$ cat src/rtl/core/hpf_pkg.sv
// shared types, packet type codes and preamble tables for the hci packet framer
package hpf_pkg;

   // hci packet type codes
   localparam logic [2:0] HCI_TYPE_CMD = 3'd1;
   localparam logic [2:0] HCI_TYPE_ACL = 3'd2;
   localparam logic [2:0] HCI_TYPE_SCO = 3'd3;
   localparam logic [2:0] HCI_TYPE_EVT = 3'd4;
   localparam logic [2:0] HCI_TYPE_ISO = 3'd5;

   // preamble sizes per type
   localparam logic [2:0] CMD_HDR_BYTES = 3'd3;
   localparam logic [2:0] ACL_HDR_BYTES = 3'd4;
   localparam logic [2:0] SCO_HDR_BYTES = 3'd3;
   localparam logic [2:0] EVT_HDR_BYTES = 3'd2;
   localparam logic [2:0] ISO_HDR_BYTES = 3'd4;

   // byte offset of the length field inside the preamble
   localparam logic [2:0] CMD_LEN_POS = 3'd2;
   localparam logic [2:0] ACL_LEN_POS = 3'd2;
   localparam logic [2:0] SCO_LEN_POS = 3'd2;
   localparam logic [2:0] EVT_LEN_POS = 3'd1;
   localparam logic [2:0] ISO_LEN_POS = 3'd2;

   // default cap on the preamble size
   localparam int MAX_PREAMBLE_BYTES_DEF = 4;

   // framing phase, one-hot
   typedef enum logic [1:0] {
      PHASE_PREAMBLE = 2'b01,
      PHASE_PAYLOAD  = 2'b10
   } phase_type;

   // per-byte framing flags
   typedef struct packed {
      logic start_of_packet;
      logic in_preamble;
      logic end_of_packet;
   } frame_flags_type;

   // preamble size for a type, zero for unknown types
   function automatic logic [2:0] preamble_size(input logic [2:0] ptype);
      logic [2:0] size;
      case (ptype)
         HCI_TYPE_CMD: size = CMD_HDR_BYTES;
         HCI_TYPE_ACL: size = ACL_HDR_BYTES;
         HCI_TYPE_SCO: size = SCO_HDR_BYTES;
         HCI_TYPE_EVT: size = EVT_HDR_BYTES;
         HCI_TYPE_ISO: size = ISO_HDR_BYTES;
         default:      size = 3'd0;
      endcase
      return size;
   endfunction

   // length field offset for a type
   function automatic logic [2:0] length_offset(input logic [2:0] ptype);
      logic [2:0] off;
      case (ptype)
         HCI_TYPE_CMD: off = CMD_LEN_POS;
         HCI_TYPE_ACL: off = ACL_LEN_POS;
         HCI_TYPE_SCO: off = SCO_LEN_POS;
         HCI_TYPE_EVT: off = EVT_LEN_POS;
         HCI_TYPE_ISO: off = ISO_LEN_POS;
         default:      off = 3'd0;
      endcase
      return off;
   endfunction

endpackage

$ cat src/rtl/core/hpf_frame_ctl.sv
// framing state: preamble counter, length capture and payload countdown
module hpf_frame_ctl #(
   parameter int MAX_PREAMBLE_BYTES = hpf_pkg::MAX_PREAMBLE_BYTES_DEF
) (
   input  logic                     clock,
   input  logic                     reset,
   input  logic                     accept,
   input  logic [2:0]               packet_type,
   input  logic [7:0]               data_byte,
   output hpf_pkg::frame_flags_type flags
);

   localparam logic [2:0] MaxPre = 3'(MAX_PREAMBLE_BYTES);

   hpf_pkg::phase_type phase_ff, phase_in;
   logic [2:0]         index_ff, index_in;
   logic [2:0]         type_ff, type_in;
   logic [7:0]         low_ff, low_in;
   logic [15:0]        left_ff, left_in;

   logic [2:0]  type_eff;
   logic [2:0]  raw_size;
   logic [2:0]  psize;
   logic [2:0]  off;
   logic [7:0]  low_new;
   logic [15:0] left_dec;
   logic [15:0] len;
   logic        last_pre;
   logic        len_hi_here;

   // per-transaction table lookups and arithmetic
   always_comb begin
      type_eff    = (index_ff == 3'd0) ? packet_type : type_ff;
      raw_size    = hpf_pkg::preamble_size(type_eff);
      psize       = (raw_size > MaxPre) ? MaxPre : raw_size;
      off         = hpf_pkg::length_offset(type_eff);
      low_new     = (index_ff == off) ? data_byte
                                      : ((index_ff == 3'd0) ? 8'd0 : low_ff);
      last_pre    = ({1'b0, index_ff} + 4'd1) >= {1'b0, psize};
      len_hi_here = ({1'b0, off} + 4'd1) == {1'b0, index_ff};
      left_dec    = left_ff - 16'd1;
      if (type_eff == hpf_pkg::HCI_TYPE_ACL && len_hi_here) begin
         len = {data_byte, low_new};
      end else if (type_eff == hpf_pkg::HCI_TYPE_ISO && len_hi_here) begin
         len = {2'b00, data_byte[5:0], low_new};
      end else begin
         len = {8'd0, low_new};
      end
   end

   // next state and flags
   always_comb begin
      phase_in = phase_ff;
      index_in = index_ff;
      type_in  = type_ff;
      low_in   = low_ff;
      left_in  = left_ff;
      flags    = '0;
      case (phase_ff)
         hpf_pkg::PHASE_PAYLOAD: begin
            left_in = left_dec;
            if (left_dec == 16'd0) begin
               flags.end_of_packet = 1'b1;
               phase_in            = hpf_pkg::PHASE_PREAMBLE;
            end
         end
         hpf_pkg::PHASE_PREAMBLE: begin
            flags.in_preamble     = 1'b1;
            flags.start_of_packet = (index_ff == 3'd0);
            if (index_ff == 3'd0) begin
               low_in = 8'd0;
            end
            if (psize == 3'd0) begin
               // unknown type makes a one-byte packet
               flags.end_of_packet = 1'b1;
               index_in            = 3'd0;
               type_in             = 3'd0;
            end else begin
               type_in = type_eff;
               low_in  = low_new;
               if (last_pre) begin
                  index_in = 3'd0;
                  if (len == 16'd0) begin
                     flags.end_of_packet = 1'b1;
                  end else begin
                     left_in  = len;
                     phase_in = hpf_pkg::PHASE_PAYLOAD;
                  end
               end else begin
                  index_in = index_ff + 3'd1;
               end
            end
         end
         default: begin
            phase_in = hpf_pkg::PHASE_PREAMBLE;
         end
      endcase
   end

   // state registers, advanced once per accepted transaction
   always_ff @(posedge clock) begin
      if (reset) begin
         phase_ff <= hpf_pkg::PHASE_PREAMBLE;
         index_ff <= 3'd0;
         type_ff  <= 3'd0;
         low_ff   <= 8'd0;
         left_ff  <= 16'd0;
      end else if (accept) begin
         phase_ff <= phase_in;
         index_ff <= index_in;
         type_ff  <= type_in;
         low_ff   <= low_in;
         left_ff  <= left_in;
      end
   end

endmodule

$ cat src/rtl/core/hci_packet_framer.sv
// hci packet framer top level: input handshake, framing state and result register
//
//  channel  direction  handshake            payload
//  req_     in         req_valid/req_stall  packet_type[2:0], data_byte[7:0]
//  rsp_     out        rsp_valid/rsp_stall  out_byte[7:0], start_of_packet,
//                                           in_preamble, end_of_packet
//
// one transaction per cycle while req_stall is low; each result appears in the cycle after its byte is taken.
// the framing state updates on the accepting edge and the result lands in one register.
// req_stall is high only while a held result is stalled, so a new byte is taken in the
// same cycle that the held result leaves. reset clears the framing state and empties
// the result register.
module hci_packet_framer #(
   parameter int MAX_PREAMBLE_BYTES = hpf_pkg::MAX_PREAMBLE_BYTES_DEF
) (
   input  logic       clock,
   input  logic       reset,
   input  logic       req_valid,
   output logic       req_stall,
   input  logic [2:0] req_packet_type,
   input  logic [7:0] req_data_byte,
   output logic       rsp_valid,
   input  logic       rsp_stall,
   output logic [7:0] rsp_out_byte,
   output logic       rsp_start_of_packet,
   output logic       rsp_in_preamble,
   output logic       rsp_end_of_packet
);

   logic                     accept;
   hpf_pkg::frame_flags_type flags;
   hpf_pkg::frame_flags_type flags_ff;
   logic [7:0]               byte_ff;
   logic                     valid_ff, valid_in;

   // input handshake
   assign req_stall = valid_ff & rsp_stall;
   assign accept    = req_valid & ~req_stall;

   hpf_frame_ctl #(
      .MAX_PREAMBLE_BYTES(MAX_PREAMBLE_BYTES)
   ) u_frame_ctl (
      .clock      (clock),
      .reset      (reset),
      .accept     (accept),
      .packet_type(req_packet_type),
      .data_byte  (req_data_byte),
      .flags      (flags)
   );

   // result register occupancy
   always_comb begin
      valid_in = valid_ff;
      if (accept) begin
         valid_in = 1'b1;
      end else if (~rsp_stall) begin
         valid_in = 1'b0;
      end
   end

   always_ff @(posedge clock) begin
      if (reset) begin
         valid_ff <= 1'b0;
      end else begin
         valid_ff <= valid_in;
      end
   end

   // result payload
   always_ff @(posedge clock) begin
      if (accept) begin
         byte_ff  <= req_data_byte;
         flags_ff <= flags;
      end
   end

   assign rsp_valid           = valid_ff;
   assign rsp_out_byte        = byte_ff;
   assign rsp_start_of_packet = flags_ff.start_of_packet;
   assign rsp_in_preamble     = flags_ff.in_preamble;
   assign rsp_end_of_packet   = flags_ff.end_of_packet;

endmodule

$ cat config.mk
export PLATFORM = sky130hd
export DESIGN_NAME = hci_packet_framer
export DESIGN_NICKNAME = d
export VERILOG_FILES = /design/src/rtl/core/hpf_pkg.sv /design/src/rtl/core/hpf_frame_ctl.sv /design/src/rtl/core/hci_packet_framer.sv
export SDC_FILE = /design/constraint.sdc
export NUM_CORES = 1
export LEC_CHECK = 0
export ABC_CLOCK_PERIOD_IN_PS = 3990
export BUFFER_PORTS_ARGS = -buffer_cell sky130_fd_sc_hd__buf_2
export CORE_ASPECT_RATIO = 1.25
export CORE_MARGIN = 2
export CORE_UTILIZATION = 30
export DETAILED_ROUTE_END_ITERATION = 12
export PLACE_DENSITY = 0.54
export SETUP_SLACK_MARGIN = 0.15
export SLEW_MARGIN = 20
export SYNTH_ARGS = -nofsm -noshare
export SYNTH_HDL_FRONTEND = slang
export SYNTH_HIERARCHICAL = 1
export SYNTH_SLANG_ARGS = --single-unit
$ cat constraint.sdc
create_clock -name clock -period 3.99 [get_ports clock]
set_input_delay 0.5985 -clock clock [delete_from_list [all_inputs] [get_ports clock]]
set_output_delay 0.5985 -clock clock [all_outputs]
set_load 0.02 [all_outputs]
==> results.toml <==
[timing]
rsz0062_at_grt = "false"
drv_slew = 0
clock-skew-final_ns = 0.00521
tightest_slew_ns = 0.802
timing_hold_violations_final = 0
min_period_over_period_pct = 87.7
whs_ns = 0.511
max_freq_mhz = 286
tns_ns = 0
relSlewSlack_pct = 46.5
worst_slack_ns = 0.492
report.final.setup_viol = 0
min_period_ns = 3.50

[finish]
antennaDiodeCount = 0
layout-drive-gt1-share_pct = 15.0
layout_common_cells = "nor2_1 (44), nand2_1 (38), dfxtp_1 (33)"
area_delta_synth_final_pct = 14.1
fin_area_um2 = 3280
fin_nets = 402
layout.cells.non_filler = 502
final_common_cell = "nor2_1"
fin_util_pct = 35.6

[yosys]
ys.flop_type = "dfxtp_1"
synthXorXnorAreaFrac_pct = 2.13
syn_inst = 359
synth_edf_count = 11
synth_fa_ha_area_share_pct = 3.92
syn_nets = 383
synth-compound-area-share_pct = 22.6
yosysWarnings = 6
synthMuxAreaShare_pct = 3.00
synth-seq-cells = 44
synth_top_family_by_area = "simple AND/OR/NAND/NOR gates"
netlist_area_um2 = 2880
netlist_top_cells_area = "dfxtp_1 (23%), edfxtp_1 (11%), nor2_1 (5.7%), nand2_1 (5.0%), a22oi_1 (3.9%)"
yosys.area_share.simple_pct = 28.3
synth_top_area_share_pct = 23.0
async_flop_share_pct = 0
seq_area_frac_synth_pct = 34.5
yosysTopAreaCell = "dfxtp_1"
avgSynthCellArea_um2 = 8.01
synth_cell_types = 61

[power]
total_power_mw = 1.94
peakVddDrop_mv = 0.240
powerDensity_nw_per_um2 = 593
p_leak_nw = 1.24

[critical_path]
critPathTopFamily = "compound AO/OA/AOI/OAI gates"
reg2reg_from = "u_frame_ctl/index_ff[0]"
r2r_cells = 15
path_max_fanout = 24
cp.required_ns = 4.21
path_buf_inv = 2
critical_path.max_stage_delay_ns = 0.39
reg2reg_slack_ns = 0.49
path_cells = "inv_1, ha_1, nor2b_2, mux2i_1, a211oi_1, ha_1, nor2b_1, o21ai_0, a31oi_1, o21ai_0, nand2_1, a21oi_2, buf_12, nand2b_1, o22ai_1"
crit_slowest_cell = "dfxtp_1"
arrival_ns = 3.72
critPathKind = "reg2reg"
critPathCaptureType = "register"
cp-start-kind = "register"
worstReg2RegEnd = "u_frame_ctl/left_ff[1]"

[drt]
wire_per_inst_um = 15.3
vias = 2664
firstDrtPassIters = 4
routed_via_density = 5.31
drt-total-wl_mm = 7.69
ant_nets = 0
first_iter_violations = 186
drc = 0

[outcome]
status = "finished, final reports clean"

[hold_path]
hold_depth = 2
worstHoldEndpoint = "rsp_valid"
min_from = "rsp_valid"
hp-class = "reg2reg"

[floorplan]
die_area_um2 = 10400
io_pins = 28
rows = 39
die_y_um = 113
start_util_pct = 31.2
die_w_um = 91.6
core_um2 = 9220

[global_routing]
track_usage_pct = 15.4
antenna_found_initial = 0
grt_max_degree = 39
grt_pass1_vias = 2505
grt_overflow = 0
grt_pass1_wl_mm = 12.8

[clock_network]
htree_levels = 2
clkTransAtPathRegs_ns = 0.06
postCtsSetupBuffers = 0
cts_buffer_depth = 2
clk_latency_ns = 0.29
cts_tree = "built"
cts_root_buf = "clkbuf_16"
clock_sinks = 44
numCtsBuffers = 5

[place]
dp_slack_ns = 0.390
port_buffers = 27
place_congestion = 0.806
dp_cells = 494
dp_hpwl_mm = 5.64
placed_area_um2 = 3130

[job]
cap_viol_max_count = 0
layout make-up:
class | count | area, um2
fillers | 963 | 5940
multi-input cells | 276 | 1730
flip-flops and latches | 44 | 991
repair buffers | 33 | 193
well taps | 123 | 154
clock buffers | 7 | 143
inverters | 18 | 67.6
clock inverters | 1 | 7.51
sequential cells by signal (all words and copies together), names as in the netlist:
name / cells
rsp_in_preamble: 1
u_frame_ctl/low_ff: 8
u_frame_ctl/index_ff: 3
u_frame_ctl/phase_ff: 2
rsp_start_of_packet: 1
rsp_end_of_packet: 1
u_frame_ctl/left_ff: 16
rsp_valid: 1
u_frame_ctl/type_ff: 3
rsp_out_byte: 8
what timing repair did:
action                                 4_1_cts  5_1_grt
setup endpoints to repair                    0       10
hold buffers                                 0        0
endpoints found under the hold margin        0        0
gates resized for setup                      0        1
cells by family (layout without fill, tap and decap cells):
kind of cell	after synthesis	in the layout
flops	44	44
simple gates	156	156
buf+inv	39	59
mux	8	8
compound gates	96	96
xor+xnor	7	7
fa+ha+maj	9	9
synthesized netlist by cell type (10+ instances only):
cell      number
edfxtp_1      11
a22oi_1       15
o21ai_0       10
inv_1         18
dfxtp_1       33
nor2_1        44
nor3_1        12
clkbuf_1      14
a21oi_1       22
nand2_1       38
how the worst max path moves through the flow:
stage / start / to / slack [ns] / cells after the start
4_1_cts: u_frame_ctl/index_ff[0] / u_frame_ctl/left_ff[1] / 0.36 / 15
3_5_place_dp: u_frame_ctl/index_ff[0] / u_frame_ctl/left_ff[1] / 0.39 / 15
2_1_floorplan: u_frame_ctl/index_ff[1] / u_frame_ctl/left_ff[13] / 0.66 / 17
6_report: u_frame_ctl/index_ff[0] / u_frame_ctl/left_ff[1] / 0.49 / 15
5_1_grt: u_frame_ctl/index_ff[0] / u_frame_ctl/left_ff[4] / 0.19 / 15
3_3_place_gp: u_frame_ctl/index_ff[0] / u_frame_ctl/left_ff[0] / 0.55 / 15
power by group:
group | internal (mW) | total (mW) | switching, mW
sequential | 0.525 | 0.586 | 0.0613
clock | 0.250 | 0.426 | 0.177
combinational | 0.353 | 0.931 | 0.578
total | 1.13 | 1.94 | 0.816
routing by layer:
layer	vias up	track usage (%)	wire length, um
met1	1242	19.1	3510
met5	-	0	0
met3	14	2.05	252
met4	0	5.96	210
met2	57	26.9	3720
li1	1351	-	-
worst reg2reg max path: cells and delay by family (launching register included):
family | cells | cell delay, ns
flip-flops | 1 | 0.39
multiplexers | 1 | 0.30
AND/OR/NAND/NOR | 4 | 0.75
buffers and inverters | 2 | 0.28
adder cells (fa/ha/maj) | 2 | 0.52
AO/OA/AOI/OAI | 6 | 1.19
No activity file was read; power rests on OpenSTA's default activity.
